**config.mk**
```make
export PLATFORM = sky130hd
export DESIGN_NAME = hlf_front
export DESIGN_NICKNAME = d
export VERILOG_FILES = /design/src/hdl/hlf_pkg.sv /design/src/hdl/hlf_front.sv
export SDC_FILE = /design/constraint.sdc
export NUM_CORES = 1
export LEC_CHECK = 0
export BUFFER_PORTS_ARGS = -buffer_cell sky130_fd_sc_hd__clkbuf_2
export CAP_MARGIN = 20
export CORE_MARGIN = 2
export CORE_UTILIZATION = 30
export CTS_BUF_LIST = sky130_fd_sc_hd__clkbuf_8
export DETAILED_ROUTE_END_ITERATION = 8
export PLACE_DENSITY = 0.62
export SLEW_MARGIN = 20
export SYNTH_ARGS = -nofsm -noshare
export SYNTH_HDL_FRONTEND = slang
export SYNTH_SLANG_ARGS = --single-unit
```
**constraint.sdc**
```tcl
create_clock -name clk -period 5.8 [get_ports clk]
set_input_delay 1.45 -clock clk [delete_from_list [all_inputs] [get_ports clk]]
set_output_delay 1.45 -clock clk [all_outputs]
set_load 0.02 [all_outputs]
```
**src/hdl/hlf_pkg.sv**
```systemverilog
// Shared types, constants and helper functions of the harmonic linker force block.
`timescale 1ns / 1ps
package hlf_pkg;

  localparam int FRAC_BITS_DEF = 16;

  // segment fraction is always unsigned Q1.16
  localparam int           SEG_BITS = 16;
  localparam logic [16:0]  SEG_ONE  = 17'd65536;

  localparam int NUM_AXES    = 3;
  localparam int NUM_BEADS   = 4;
  localparam int STORE_DEPTH = 9;
  localparam int JOB_BEADS   = NUM_BEADS * NUM_AXES;

  localparam int QUEUE_DEPTH = 2;
  localparam int QPTR_W      = (QUEUE_DEPTH > 1) ? $clog2(QUEUE_DEPTH) : 1;
  localparam int QCNT_W      = $clog2(QUEUE_DEPTH + 1);

  // configuration register indexes
  localparam int         CFG_IDX_W  = 1;
  localparam int         CFG_DATA_W = 32;
  localparam logic [0:0] REG_SPRING = 1'b0;
  localparam logic [0:0] REG_REST   = 1'b1;

  // bead slot codes
  localparam logic [1:0] SLOT_A0 = 2'd0;
  localparam logic [1:0] SLOT_A1 = 2'd1;
  localparam logic [1:0] SLOT_B0 = 2'd2;
  localparam logic [1:0] SLOT_B1 = 2'd3;

  typedef logic signed [31:0] coord_t;
  typedef logic [16:0]        frac_t;
  typedef logic signed [39:0] force_t;

  typedef struct packed {
    logic [1:0] bead_slot;
    coord_t     coord_x;
    coord_t     coord_y;
    coord_t     coord_z;
    frac_t      segment_fraction;
  } in_item_t;

  typedef struct packed {
    logic [1:0]  target_slot;
    force_t      force_x;
    force_t      force_y;
    force_t      force_z;
    logic [47:0] stretch_energy;
    logic        zero_length;
    logic        last_of_run;
  } res_t;

  // one linker: all twelve coordinates and both fractions
  typedef struct packed {
    coord_t [JOB_BEADS-1:0] bead;
    frac_t                  frac0;
    frac_t                  frac1;
  } job_t;

  function automatic frac_t clamp_frac(frac_t p);
    return (p > SEG_ONE) ? SEG_ONE : p;
  endfunction

  // (a*(1-p) + b*p + half) >> 16, floored
  function automatic coord_t mid_point(coord_t a, coord_t b, frac_t p);
    logic signed [50:0] ax;
    logic signed [50:0] bx;
    logic signed [50:0] wa;
    logic signed [50:0] wb;
    logic signed [50:0] x;
    ax = 51'(a);
    bx = 51'(b);
    wa = $signed({34'd0, 17'(SEG_ONE - p)});
    wb = $signed({34'd0, p});
    x  = ax * wa + bx * wb + 51'sd32768;
    return coord_t'(x >>> SEG_BITS);
  endfunction

endpackage

```
**src/hdl/hlf_front.sv**
```systemverilog
// Front end: takes bead items, keeps the bead and fraction store, issues linker jobs.
`timescale 1ns / 1ps
module hlf_front (
  input  logic              clk,
  input  logic              in_valid,
  input  hlf_pkg::in_item_t in_item,
  output logic              in_stall,
  input  logic              q_full,
  output logic              push,
  output hlf_pkg::job_t     push_job
);
  import hlf_pkg::*;

  coord_t bead_r [STORE_DEPTH];
  frac_t  frac_r [2];
  logic   accept;
  coord_t coord [NUM_AXES];
  frac_t  frac_in;

  assign in_stall = q_full;
  assign accept   = in_valid && !in_stall;
  assign coord[0] = in_item.coord_x;
  assign coord[1] = in_item.coord_y;
  assign coord[2] = in_item.coord_z;
  assign frac_in  = clamp_frac(in_item.segment_fraction);
  assign push     = accept && (in_item.bead_slot == SLOT_B1);

  // store entries are undefined until written, so no reset
  always_ff @(posedge clk) begin
    if (accept && (in_item.bead_slot != SLOT_B1)) begin
      for (int a = 0; a < NUM_AXES; a++) begin
        bead_r[4'(in_item.bead_slot) * 4'd3 + 4'(a)] <= coord[a];
      end
      if (in_item.bead_slot == SLOT_A0) begin
        frac_r[0] <= frac_in;
      end
      if (in_item.bead_slot == SLOT_B0) begin
        frac_r[1] <= frac_in;
      end
    end
  end

  always_comb begin
    for (int i = 0; i < STORE_DEPTH; i++) begin
      push_job.bead[i] = bead_r[i];
    end
    for (int a = 0; a < NUM_AXES; a++) begin
      push_job.bead[STORE_DEPTH + a] = coord[a];
    end
    push_job.frac0 = frac_r[0];
    push_job.frac1 = frac_r[1];
  end

endmodule

```
After elaboration in Yosys (flattened, before gate mapping)
Memories as Yosys holds them, arrays and structs flattened.
Cells that the tools add are included.
{"block": "totals", "regBits": 0, "ramBits": 322, "output_inout_bits": 420, "mem_count": 2}
{"block": "classes", "n_addsub": 2, "n_mul": 1, "magnitude_cmp": 1, "n_eq_ne": 3, "muxes": 12, "n_reduce_logical": 6}
{"memory": "bead_r", "words": 9, "word_bits": 32, "rd": 9, "rd_ports_with_merged_regs": 0, "wr": 3, "line_no": "hlf_front.sv:14", "text": "coord_t bead_r [STORE_DEPTH];"}
{"memory": "frac_r", "words": 2, "word_bits": 17, "rd": 2, "rd_ports_with_merged_regs": 0, "wr": 1, "line_no": "hlf_front.sv:15", "text": "frac_t frac_r [2];"}
{"operator": "$mux W17", "count": 2}
{"operator": "$gt A17 B17 Y1 const B", "count": 1}
{"operator": "$reduce_or A17 Y1", "count": 1}
{"operator": "$mux W1", "count": 10}
{"operator": "$add A4 B1 Y4 const B", "count": 1}
{"operator": "$add A4 B2 Y4 const B", "count": 1}
{"operator": "$eq A2 B2 Y1 const B", "count": 2}
{"operator": "$mul A2 B2 Y4 const B", "count": 1}
{"operator": "$logic_and A1 B1 Y1", "count": 3}
{"operator": "$logic_not A2 Y1", "count": 1}
{"operator": "$ne A2 B2 Y1 const B", "count": 1}
{"operator": "$logic_not A1 Y1", "count": 1}

Depth between registers and ports, before layout
{"block": "depth", "word_depth": 7, "mapped_depth": 10, "ltp_nobuf": 6}

Worst setup path before layout
Ideal clock, no wire load.
{"block": "synth_timing", "kind": "in2reg", "from": "input in_item[113] (netlist name)", "to": "memory bead_r[8][0] (netlist name), enable pin", "setup_ns": 0.466, "arrival_time_ns": 4.726, "required_time_ns": 5.334, "slack_ns": 0.608, "cell_stages": 5, "n_path_buf": 2, "cell_sequence": "ha_1 -> or3b_1 -> buf_6 -> clkbuf_1 -> o21ai_0"}
{"item": "start, declared", "line_no": "hlf_front.sv:6", "text": "input hlf_pkg::in_item_t in_item,"}
{"item": "end, declared", "line_no": "hlf_front.sv:14"}

==> out/metrics.csv <==
stage,metric,value,unit
run_status,status,finished clean,
route,routed_via_density,5.61,
worst_setup_path,critPathMaxFanout,60,
worst_setup_path,cp_slowest_stage_delay,0.84,ns
power,p_leak,7.82,nW
route,drc_errors,0,
worst_setup_path,end_kind,register,
global_routing,globalRouteTotalUtil,22.4,%
synthesis,ys_warn_count,0,
global_routing,gr-total-overflow,0,
worst_setup_path,crit_buf_inv,3,
route,detail_route.wl_per_cell,25.7,um
floorplan,ioPinCount,538,
placed_design,portBuffers,537,
timing,fmaxAchievable,226,MHz
synthesis,syn_area_per_cell,11.5,sq um
synthesis,synthesis.nets,1590,
finish,fill_cells,5495,
global_routing,grt_max_degree,80,
finish,drive_above_1_share,37.8,%
timing,setup_violations,0,
route,num_vias,14900,
job,drv_cap,0,
finish,layout_commonest_cell,clkbuf_2,
floorplan,dieHeight,241,um
worst_setup_path,path_delay_family,simple AND/OR/NAND/NOR gates,
synthesis,ys_seq_elements,322,
placed_design,dp_hpwl,43400,um
power,irDropWorstVdd,0.146,mV
worst_setup_path,startpoint,in_item[114],
placed_design,dp_slack,0.719,ns
worst_setup_path,crit_path_top_delay_cell,inv_4,
timing,setup_tns,0,ns
timing,finalWorstSetupSlack,1.37,ns
synthesis,synth_area_leader_cell,edfxtp_1,
worst_setup_path,critPathKind,in -> reg,
min_path,hold_class,in -> reg,
timing,slew_viol_final,0,
worst_setup_path,endpoint,bead_r[4][7],
timing,period_minus_slack,4.43,ns
clocking,cts_hold_buf,0,
floorplan,fp-row-count,87,
timing,timing.final.crit_share,76.4,%
global_routing,antenna_found_initial,2,
floorplan,start_util,30.2,%
worst_setup_path,cp.required,6.12,ns
route,final_antenna_net_count,0,
timing,hold_violations,0,
floorplan,die_area,0.0583,sq mm
clocking,post_cts_resized,0,
clocking,cts_max_level,2,
timing,timing.slew.headroom,24.7,%
route,dr.first_iter.drc_count,1713,
clocking,clkTransAtPathRegs,0.05,ns
route,routed_wl,68200,um
worst_setup_path,worstPathCellList,clkbuf_2 -> ha_1 -> nand4bb_4 -> inv_4 -> nand2_1 -> nand2_2 -> buf_4,
worst_setup_path,critical_path_arrival,4.76,ns
clocking,clockBufferDepth,3,
placed_design,placed_cell_area,0.0196,sq mm
clocking,cts_made_buffers,58,
clocking,tritoncts,built,
finish,most-common-layout-cells,"clkbuf_2 (537), edfxtp_1 (322), o21ai_0 (192)",
clocking,post_cts_buffers,0,
synthesis,synthCells,1466,
finish,layout.nets,1977,
synthesis,synth_cell_type_count,41,
power,power_density,274,mW/mm^2
timing,rsz0062_at_grt,false,
worst_setup_path,cp.depth,7,
placed_design,gp_congestion,0.836,
clocking,numClockSinks,322,
global_routing,grt_pass1_vias,13900,
worst_setup_path,cp-start-kind,input pin,
finish,fin_area,0.0207,sq mm
clocking,clockRootBuffer,clkbuf_8,
timing,worstMarginPinSlew,1.13,ns
synthesis,synthTopCellsByArea,"edfxtp_1 (57%), o21ai_0 (5.8%), buf_4 (4.3%)",
floorplan,core,0.0561,sq mm
synthesis,yosysSeqAreaShare,57.1,%
finish,area_growth,22.4,%
floorplan,die_w,241,um
synthesis,yosys.area.top_type_share,57.1,%
synthesis,syn_area,0.0169,sq mm
global_routing,grt_pass1_wl,96000,um
route,dr.pass1.iters,6,
through the flow:
stage	cells	power, mW	hold WS, ns	util [%]
global route	2653	5.89	1.11	37.0
global placement	2547	3.61	1.77	34.9
finish	2653	5.69	1.13	37.0
CTS	2652	5.72	1.07	36.9
floorplan	1466	3.28	1.63	-
detailed placement	2549	3.63	1.79	35.0
Yosys cell counts (all sizes together):
master,n
o22ai,1
nand3,64
nor4,4
nor3b,32
o211ai,1
nand4bb,3
a22oi,31
a2bb2oi,65
and4bb,2
mux2i,32
o221a,32
a32oi,32
ha,6
nor2b,17
or3,29
a41oi,32
nand2,139
nor2,38
o2bb2ai,31
clkbuf,87
or3b,1
edfxtp,322
o21ai,196
nor3,1
a21oi,36
buf,153
inv,7
and2,2
and3b,1
nand2b,33
a31oi,35
nand3b,1
sequential cells by signal (all words and copies together) (netlist names):
signal  flops
bead_r    288
frac_r     34
metal layers:
metal  global-route usage, %  vias to the layer above  part of all wire (%)
met5                       0                        -                 0.019
met4                    8.02                        2                   3.2
met3                    3.89                      153                   9.7
met2                    36.1                     1051                    47
met1                    30.3                     7281                    40
li1                        -                     6386                     -
how the worst min path moves through the flow:
stage	cells past startpoint	start	to
3_3_place_gp	1	in_item[16]	frac_r[0][33]
5_1_grt	1	in_item[16]	frac_r[0][16]
4_1_cts	1	in_item[16]	frac_r[0][16]
3_5_place_dp	1	in_item[16]	frac_r[0][33]
2_1_floorplan	2	in_item[17]	bead_r[2][0]
6_report	1	in_item[16]	frac_r[0][16]
area by class of cell:
| cell class | count | area, sq um | area share (%) |
|---|---|---|---|
| inverters | 7 | 30.0 | 0.145 |
| clock buffers | 58 | 798 | 3.85 |
| clock inverters | 45 | 288 | 1.39 |
| diodes | 1 | 2.50 | 0.0121 |
| flip-flops and latches | 322 | 9670 | 46.7 |
| multi-input cells | 897 | 6040 | 29.1 |
| well taps | 756 | 946 | 4.57 |
| repair buffers | 567 | 2950 | 14.2 |
power breakdown:
group | internal [mW] | switching (mW) | leakage (nW)
Clock | 1.10 | 1.00 | 0.612
Combinational | 0.260 | 0.614 | 4.30
Sequential | 2.68 | 0.0351 | 2.91
cell families (layout without fill, tap and decap cells):
group	count (synthesis)	in the layout	share of synthesized area, %
AOI/OAI and AO/OA	492	492	21.1
adders and majority gates	6	6	0.444
buffers and inverters	247	677	8.28
DFF	322	322	57.1
muxes	32	32	1.89
other	0	1	0
and+or+nand+nor	367	367	11.1
Power figures use the tool's default switching activity.
