==> config.mk <==
export PLATFORM = sky130hd
export DESIGN_NAME = hlf_queue
export DESIGN_NICKNAME = d
export VERILOG_FILES = /design/src/hdl/hlf_pkg.sv /design/src/hdl/hlf_queue.sv
export SDC_FILE = /design/constraint.sdc
export NUM_CORES = 1
export LEC_CHECK = 0
export BUFFER_PORTS_ARGS = -buffer_cell sky130_fd_sc_hd__buf_2
export CAP_MARGIN = 0
export CELL_PAD_IN_SITES_DETAIL_PLACEMENT = 0
export CELL_PAD_IN_SITES_GLOBAL_PLACEMENT = 1
export CORE_ASPECT_RATIO = 0.6
export CORE_UTILIZATION = 30
export CTS_BUF_LIST = sky130_fd_sc_hd__clkbuf_2 sky130_fd_sc_hd__clkbuf_4 sky130_fd_sc_hd__clkbuf_8
export DETAILED_ROUTE_END_ITERATION = 7
export GPL_TIMING_DRIVEN = 0
export PLACE_DENSITY = 0.58
export SYNTH_ARGS = -nofsm -noshare
export SYNTH_HDL_FRONTEND = slang
export SYNTH_SLANG_ARGS = --single-unit
==> constraint.sdc <==
create_clock -name clk -period 43.9 [get_ports clk]
set_clock_uncertainty 0.15 [all_clocks]
set_input_delay 2.195 -clock clk [delete_from_list [all_inputs] [get_ports clk]]
set_output_delay 2.195 -clock clk [all_outputs]
set_load 0.005 [all_outputs]
==> src/hdl/hlf_pkg.sv <==
// Shared types, constants and helper functions of the harmonic linker force block.
`timescale 1ns / 1ps
package hlf_pkg;

  localparam int FRAC_BITS_DEF = 16;

  // segment fraction is always unsigned Q1.16
  localparam int           SEG_BITS = 16;
  localparam logic [16:0]  SEG_ONE  = 17'd65536;

  localparam int NUM_AXES    = 3;
  localparam int NUM_BEADS   = 4;
  localparam int STORE_DEPTH = 9;
  localparam int JOB_BEADS   = NUM_BEADS * NUM_AXES;

  localparam int QUEUE_DEPTH = 2;
  localparam int QPTR_W      = (QUEUE_DEPTH > 1) ? $clog2(QUEUE_DEPTH) : 1;
  localparam int QCNT_W      = $clog2(QUEUE_DEPTH + 1);

  // configuration register indexes
  localparam int         CFG_IDX_W  = 1;
  localparam int         CFG_DATA_W = 32;
  localparam logic [0:0] REG_SPRING = 1'b0;
  localparam logic [0:0] REG_REST   = 1'b1;

  // bead slot codes
  localparam logic [1:0] SLOT_A0 = 2'd0;
  localparam logic [1:0] SLOT_A1 = 2'd1;
  localparam logic [1:0] SLOT_B0 = 2'd2;
  localparam logic [1:0] SLOT_B1 = 2'd3;

  typedef logic signed [31:0] coord_t;
  typedef logic [16:0]        frac_t;
  typedef logic signed [39:0] force_t;

  typedef struct packed {
    logic [1:0] bead_slot;
    coord_t     coord_x;
    coord_t     coord_y;
    coord_t     coord_z;
    frac_t      segment_fraction;
  } in_item_t;

  typedef struct packed {
    logic [1:0]  target_slot;
    force_t      force_x;
    force_t      force_y;
    force_t      force_z;
    logic [47:0] stretch_energy;
    logic        zero_length;
    logic        last_of_run;
  } res_t;

  // one linker: all twelve coordinates and both fractions
  typedef struct packed {
    coord_t [JOB_BEADS-1:0] bead;
    frac_t                  frac0;
    frac_t                  frac1;
  } job_t;

  function automatic frac_t clamp_frac(frac_t p);
    return (p > SEG_ONE) ? SEG_ONE : p;
  endfunction

  // (a*(1-p) + b*p + half) >> 16, floored
  function automatic coord_t mid_point(coord_t a, coord_t b, frac_t p);
    logic signed [50:0] ax;
    logic signed [50:0] bx;
    logic signed [50:0] wa;
    logic signed [50:0] wb;
    logic signed [50:0] x;
    ax = 51'(a);
    bx = 51'(b);
    wa = $signed({34'd0, 17'(SEG_ONE - p)});
    wb = $signed({34'd0, p});
    x  = ax * wa + bx * wb + 51'sd32768;
    return coord_t'(x >>> SEG_BITS);
  endfunction

endpackage

==> src/hdl/hlf_queue.sv <==
// Short job queue between the front end and the compute engine.
`timescale 1ns / 1ps
module hlf_queue (
  input  logic          clk,
  input  logic          rst_n,
  input  logic          push,
  input  hlf_pkg::job_t push_job,
  output logic          full,
  output logic          head_valid,
  output hlf_pkg::job_t head_job,
  input  logic          pop
);
  import hlf_pkg::*;

  job_t              job_r [QUEUE_DEPTH];
  logic [QPTR_W-1:0] wr_ptr_r;
  logic [QPTR_W-1:0] rd_ptr_r;
  logic [QCNT_W-1:0] count_r;
  logic              do_push;
  logic              do_pop;

  assign full       = (count_r == QCNT_W'(QUEUE_DEPTH));
  assign head_valid = (count_r != '0);
  assign head_job   = job_r[rd_ptr_r];
  assign do_push    = push && !full;
  assign do_pop     = pop && head_valid;

  function automatic logic [QPTR_W-1:0] next_ptr(logic [QPTR_W-1:0] p);
    return (p == QPTR_W'(QUEUE_DEPTH - 1)) ? '0 : p + 1'b1;
  endfunction

  always_ff @(posedge clk) begin
    if (do_push) begin
      job_r[wr_ptr_r] <= push_job;
    end
  end

  always_ff @(posedge clk) begin
    if (!rst_n) begin
      wr_ptr_r <= '0;
      rd_ptr_r <= '0;
      count_r  <= '0;
    end else begin
      if (do_push) begin
        wr_ptr_r <= next_ptr(wr_ptr_r);
      end
      if (do_pop) begin
        rd_ptr_r <= next_ptr(rd_ptr_r);
      end
      if (do_push && !do_pop) begin
        count_r <= count_r + 1'b1;
      end else if (do_pop && !do_push) begin
        count_r <= count_r - 1'b1;
      end
    end
  end

endmodule

### Word-level counts from Yosys, hierarchy flattened

Memories as Yosys holds them, arrays and structs flattened. A register that Yosys moved wholly into a read port is not among the register bits.
Index checks and enable logic that the tools add are counted.

| operators by class | value |
|---|---|
| mux-type cells | 8 |
| $add $sub $neg | 4 |
| reduce and logical (&&, ||, !) cells | 9 |
| equality and inequality tests | 1 |

Operators by type and width:

| cell | count |
|---|---|
| $mux W1 | 6 |
| $logic_and A1 B1 Y1 | 4 |
| $mux W2 | 2 |
| $reduce_bool A2 Y1 | 2 |
| $logic_not A1 Y1 | 3 |
| $add A1 B1 Y1 const B | 2 |
| $add A2 B1 Y2 const B | 1 |
| $eq A2 B2 Y1 const B | 1 |
| $sub A2 B1 Y2 const B | 1 |

| storage, ports and cells | value |
|---|---|
| RAM bits | 836 |
| memories kept | 1 |
| register bits after elaboration | 4 |
| bits of input ports | 422 |
| output and inout bits | 420 |
| word-level logic and storage cells | 26 |

Memories:

| name | words | bits a word | read ports | clocked after memory_dff | write ports | line | RTL |
|---|---|---|---|---|---|---|---|
| job_r | 2 | 418 | 1 | 1 | 1 | hlf_queue.sv:15 | `job_t job_r [QUEUE_DEPTH];` |

### Depth between registers and ports, before layout

| depth | value |
|---|---|
| depth in word-level cells | 7 |
| depth in mapped cells | 7 |
| mapped depth without buffers | 7 |

### Least setup slack after synthesis

Ideal clock, no wire load.

| path | value |
|---|---|
| kind | input port to flip-flop |
| from | input port push |
| to | register wr_ptr_r |
| path buffers | 0 |
| path slack | 11.613 ns |
| data required time | 43.576 ns |
| arrival time | 31.963 ns |
| cell stages on the path | 3 |
| library setup time | 0.174 ns |
| path through | inv_1 -> nor3_1 -> o21a_1 |

| between the ends | value |
|---|---|
| word-level cells in the longest chain between the ends | 1 |

Ends and longest elaborated chain:

| element | line | RTL |
|---|---|---|
| start, declared | hlf_queue.sv:6 | `input logic push,` |
| $logic_and A1 B1 Y1 | hlf_queue.sv:25 | `assign do_push = push && !full;` |
| end signal, assigned | hlf_queue.sv:45 | `wr_ptr_r <= next_ptr(wr_ptr_r);` |
| end, declared | hlf_queue.sv:16 | `logic [QPTR_W-1:0] wr_ptr_r;` |

Every way passes these cells.
A chain may end at the register's enable or synchronous reset.

==> impl_metrics.env <==
export IMPL_worst_pin_slew_ns=0.664
export IMPL_drc=0
export IMPL_leakagePower_nw=14.7
export IMPL_grtUsageTotal_pct=14.7
export IMPL_p_sw_uw=604
export IMPL_place_area_sq_mm=0.0369
export IMPL_swShare_pct=27.5
export IMPL_cap_viol_max_count=0
export IMPL_io_buffers=841
export IMPL_cts_made_buffers=132
export IMPL_p_clk_share_pct=29.0
export IMPL_seqPwrFrac_pct=46.7
export IMPL_routed_wl_um=77500
export IMPL_grt_pass1_vias=17228
export IMPL_hpwl_um=56800
export IMPL_min_from="count_r[1]$_SDFFE_PN0P_"
export IMPL_post_route_period_util_pct=11.4
export IMPL_fp_dieW_um=412
export IMPL_r2r_end="job_r[0][222]$_DFFE_PP_"
export IMPL_p_comb_share_pct=24.3
export IMPL_antenna_left=0
export IMPL_setup_viol=0
export IMPL_core_rowCount=89
export IMPL_status="complete, no violations"
export IMPL_ys_ff_latch=841
export IMPL_hold_end="count_r[1]$_SDFFE_PN0P_"
export IMPL_area_delta_synth_final_pct=30.1
export IMPL_fin_crit_ns=4.99
export IMPL_dp_cells=3536
export IMPL_finalHoldViolCount=0
export IMPL_setup_slack_ns=38.91
export IMPL_fmax_mhz=200
export IMPL_cts_reportedPaths_clkPinSlew_ns=0.06
export IMPL_ioPinCount=842
export IMPL_holdBufCountCts=0
export IMPL_worst_setup_path_type="reg -> out"
export IMPL_dieArea_sq_mm=0.102
export IMPL_layout_drive_gt1_share_pct=59.6
export IMPL_p_int_mw=1.59
export IMPL_power_density_mw_per_mm2=55.8
export IMPL_vdd_drop_max_mv=0.0308
export IMPL_routedWlPerCell_um=20.5
export IMPL_drt_iter0_drc=711
export IMPL_synthDistinctLibCells=20
export IMPL_cts_tree="done"
export IMPL_slowest_stage="dfxtp_1"
export IMPL_routed_via_density=4.27
export IMPL_synth_cell_area_sq_mm=0.0303
export IMPL_grt_setup_unrepaired="no"
export IMPL_grt_max_degree=64
export IMPL_die_y_um=248
export IMPL_core_area_sq_mm=0.0992
export IMPL_seq_area_frac_synth_pct=83.2
export IMPL_cts_setup_buffers=0
export IMPL_critPathArrivalTime_ns=2.65
export IMPL_clock_path_buffers=3
export IMPL_grt_pass1_wl_um=110000
export IMPL_nets=2774
export IMPL_via_count=16152
export IMPL_fin_cells=3783
export IMPL_crit_path_end_kind="output pin"
export IMPL_synthesis_instances=1325
export IMPL_cp_start_kind="flip-flop"
export IMPL_place_ws_ns=38.85
export IMPL_cts_resized_gates=0
export IMPL_gp_congestion=0.778
export IMPL_start_util_pct=30.5
export IMPL_cp_cell_sequence="buf_2 -> buf_4 -> buf_4 -> mux2_1 -> buf_2"
export IMPL_holdPathStages=2
export IMPL_worstSkewPairLatency_ns=0.81
export IMPL_final_area_sq_mm=0.0394
export IMPL_slew_limit_headroom_pct=55.5
export IMPL_grt_overflow=0
export IMPL_hold_path_class="reg -> reg"
export IMPL_reg2reg_from="count_r[0]$_SDFFE_PN0P_"
export IMPL_cpPeakStageDelay_ns=0.40
export IMPL_maxSlewViolCount=0
export IMPL_cp_max_fo=10
export IMPL_r2r_setup_slack_ns=40.60
export IMPL_synthesis_nets=1748
export IMPL_dr_pass1_iters=4
export IMPL_final_core_util_pct=39.7
export IMPL_p_total_mw=2.20
export IMPL_ff2ff_path_depth=12
export IMPL_grt_antenna_before_repair=19
export IMPL_critPathRequiredTime_ns=41.56
export IMPL_htreeDepth=4
export IMPL_clock_root_buffer="clkbuf_8"
export IMPL_numClockSinks=841
export IMPL_synth_warnings=0
export IMPL_syn_avg_cell_area_sq_um=22.9
==> critical path, delay by kind of cell, from the launching register on <==
family | cells | cell delay, ns
buffers and inverters | 4 | 1.08
DFF | 1 | 0.40
muxes | 1 | 0.34
==> worst max path at each step <==
stage	start	to	slack [ns]	depth (start not counted)
finish	flip-flop	head_job[359]	38.91	5
global placement	push	wr_ptr_r$_SDFFE_PN0N_	-5.18	4
global route	flip-flop	head_job[370]	38.58	5
CTS	flip-flop	head_job[371]	38.64	5
floorplan	push	wr_ptr_r$_SDFFE_PN0N_	11.61	3
detailed placement	push	job_r[0][217]$_DFFE_PP_	38.85	12
==> per-layer routing <==
layer | vias to the layer above | track usage (%) | part of all wire [%]
met4 | 14 | 4.62 | 1.9
met3 | 136 | 5.84 | 7.6
met2 | 492 | 26.0 | 53
met5 | - | 0 | 0.13
met1 | 8097 | 16.0 | 37
li1 | 7413 | - | -
==> cell families (layout without fill, tap and decap cells) <==
kind of cell	count (synthesis)	count (layout)	synth area share (%)
AOI/OAI and AO/OA	5	5	0.107
xor gates and xnor gates	3	3	0.0867
adders and majority gates	1	1	0.0413
buffers and inverters	48	1170	0.875
DFF	841	841	83.2
muxes	418	418	15.5
other	0	17	0
and+or+nand+nor	9	9	0.173
==> placed cells by master, fill, tap and decap left out, drive strengths merged <==
| master | synthesis | layout |
|---|---|---|
| buf | 46 | 938 |
| edfxtp | 836 | 836 |
| mux2 | 418 | 418 |
| clkbuf | 0 | 180 |
| clkinv | 0 | 37 |
| diode | 0 | 17 |
| clkinvlp | 0 | 8 |
| inv | 2 | 6 |
| dfxtp | 5 | 5 |
| and2 | 3 | 3 |
| o21ai | 2 | 2 |
| xnor2 | 2 | 2 |
| a21boi | 2 | 2 |
| or2 | 1 | 1 |
| nand2b | 1 | 1 |
| nor2 | 1 | 1 |
| and3 | 1 | 1 |
| nor3 | 1 | 1 |
| o21a | 1 | 1 |
| xor2 | 1 | 1 |
| or3 | 1 | 1 |
| ha | 1 | 1 |
| bufinv | 0 | 1 |
==> cell type report <==
cell class / count / area (sq um)
Antenna cell: 17 / 42.5
Multi-Input combinational cell: 436 / 4840
Inverter: 2 / 7.51
Tap cell: 1319 / 1650
Buffer: 46 / 258
Sequential cell: 841 / 25200
Clock buffer: 180 / 2210
Clock inverter: 50 / 277
Fill cell: 9129 / 59800
Timing Repair Buffer: 892 / 4920
==> through the flow <==
| stage | hold WS [ns] | setup TNS, ns |
|---|---|---|
| after global routing | 0.457 | 0 |
| after detailed placement | 0.377 | 0 |
| after CTS | 0.387 | 0 |
| after floorplan | 0.333 | 0 |
| after global placement | 0.347 | -1991.49 |
| final | 0.379 | 0 |
==> sequential cells by signal (all words and copies together) (netlist names), named ones only <==
register  cells
job_r       836
count_r       2
rd_ptr_r      1
wr_ptr_r      1
==> power groups by stage <==
| stage | combinational (mW) | sequential (mW) | clock [mW] |
|---|---|---|---|
| after floorplan | 0.267 | 1.15 | 0 |
| after global placement | 0.510 | 1.21 | 0 |
| after detailed placement | 0.547 | 1.04 | 0 |
| after CTS | 0.551 | 1.03 | 0.665 |
| after global routing | 0.578 | 1.04 | 0.698 |
| final | 0.533 | 1.03 | 0.638 |
==> cell usage after synthesis <==
library cell  number  share of area [%]
inv_1              2              0.025
and2_1             3              0.062
ha_1               1              0.041
o21ai_0            2              0.033
or2_2              1              0.021
xnor2_1            2              0.058
o21a_1             1              0.025
nand2b_1           1              0.021
and3_1             1              0.021
buf_2             35               0.58
or3_1              1              0.021
edfxtp_1         836                 83
dfxtp_1            5               0.33
nor2_1             1              0.012
xor2_1             1              0.029
nor3_1             1              0.017
a21boi_0           2              0.050
buf_4             11               0.27
mux2_2           318                 12
mux2_1           100                3.7
Note: power is estimated with default switching activity, not from simulation.
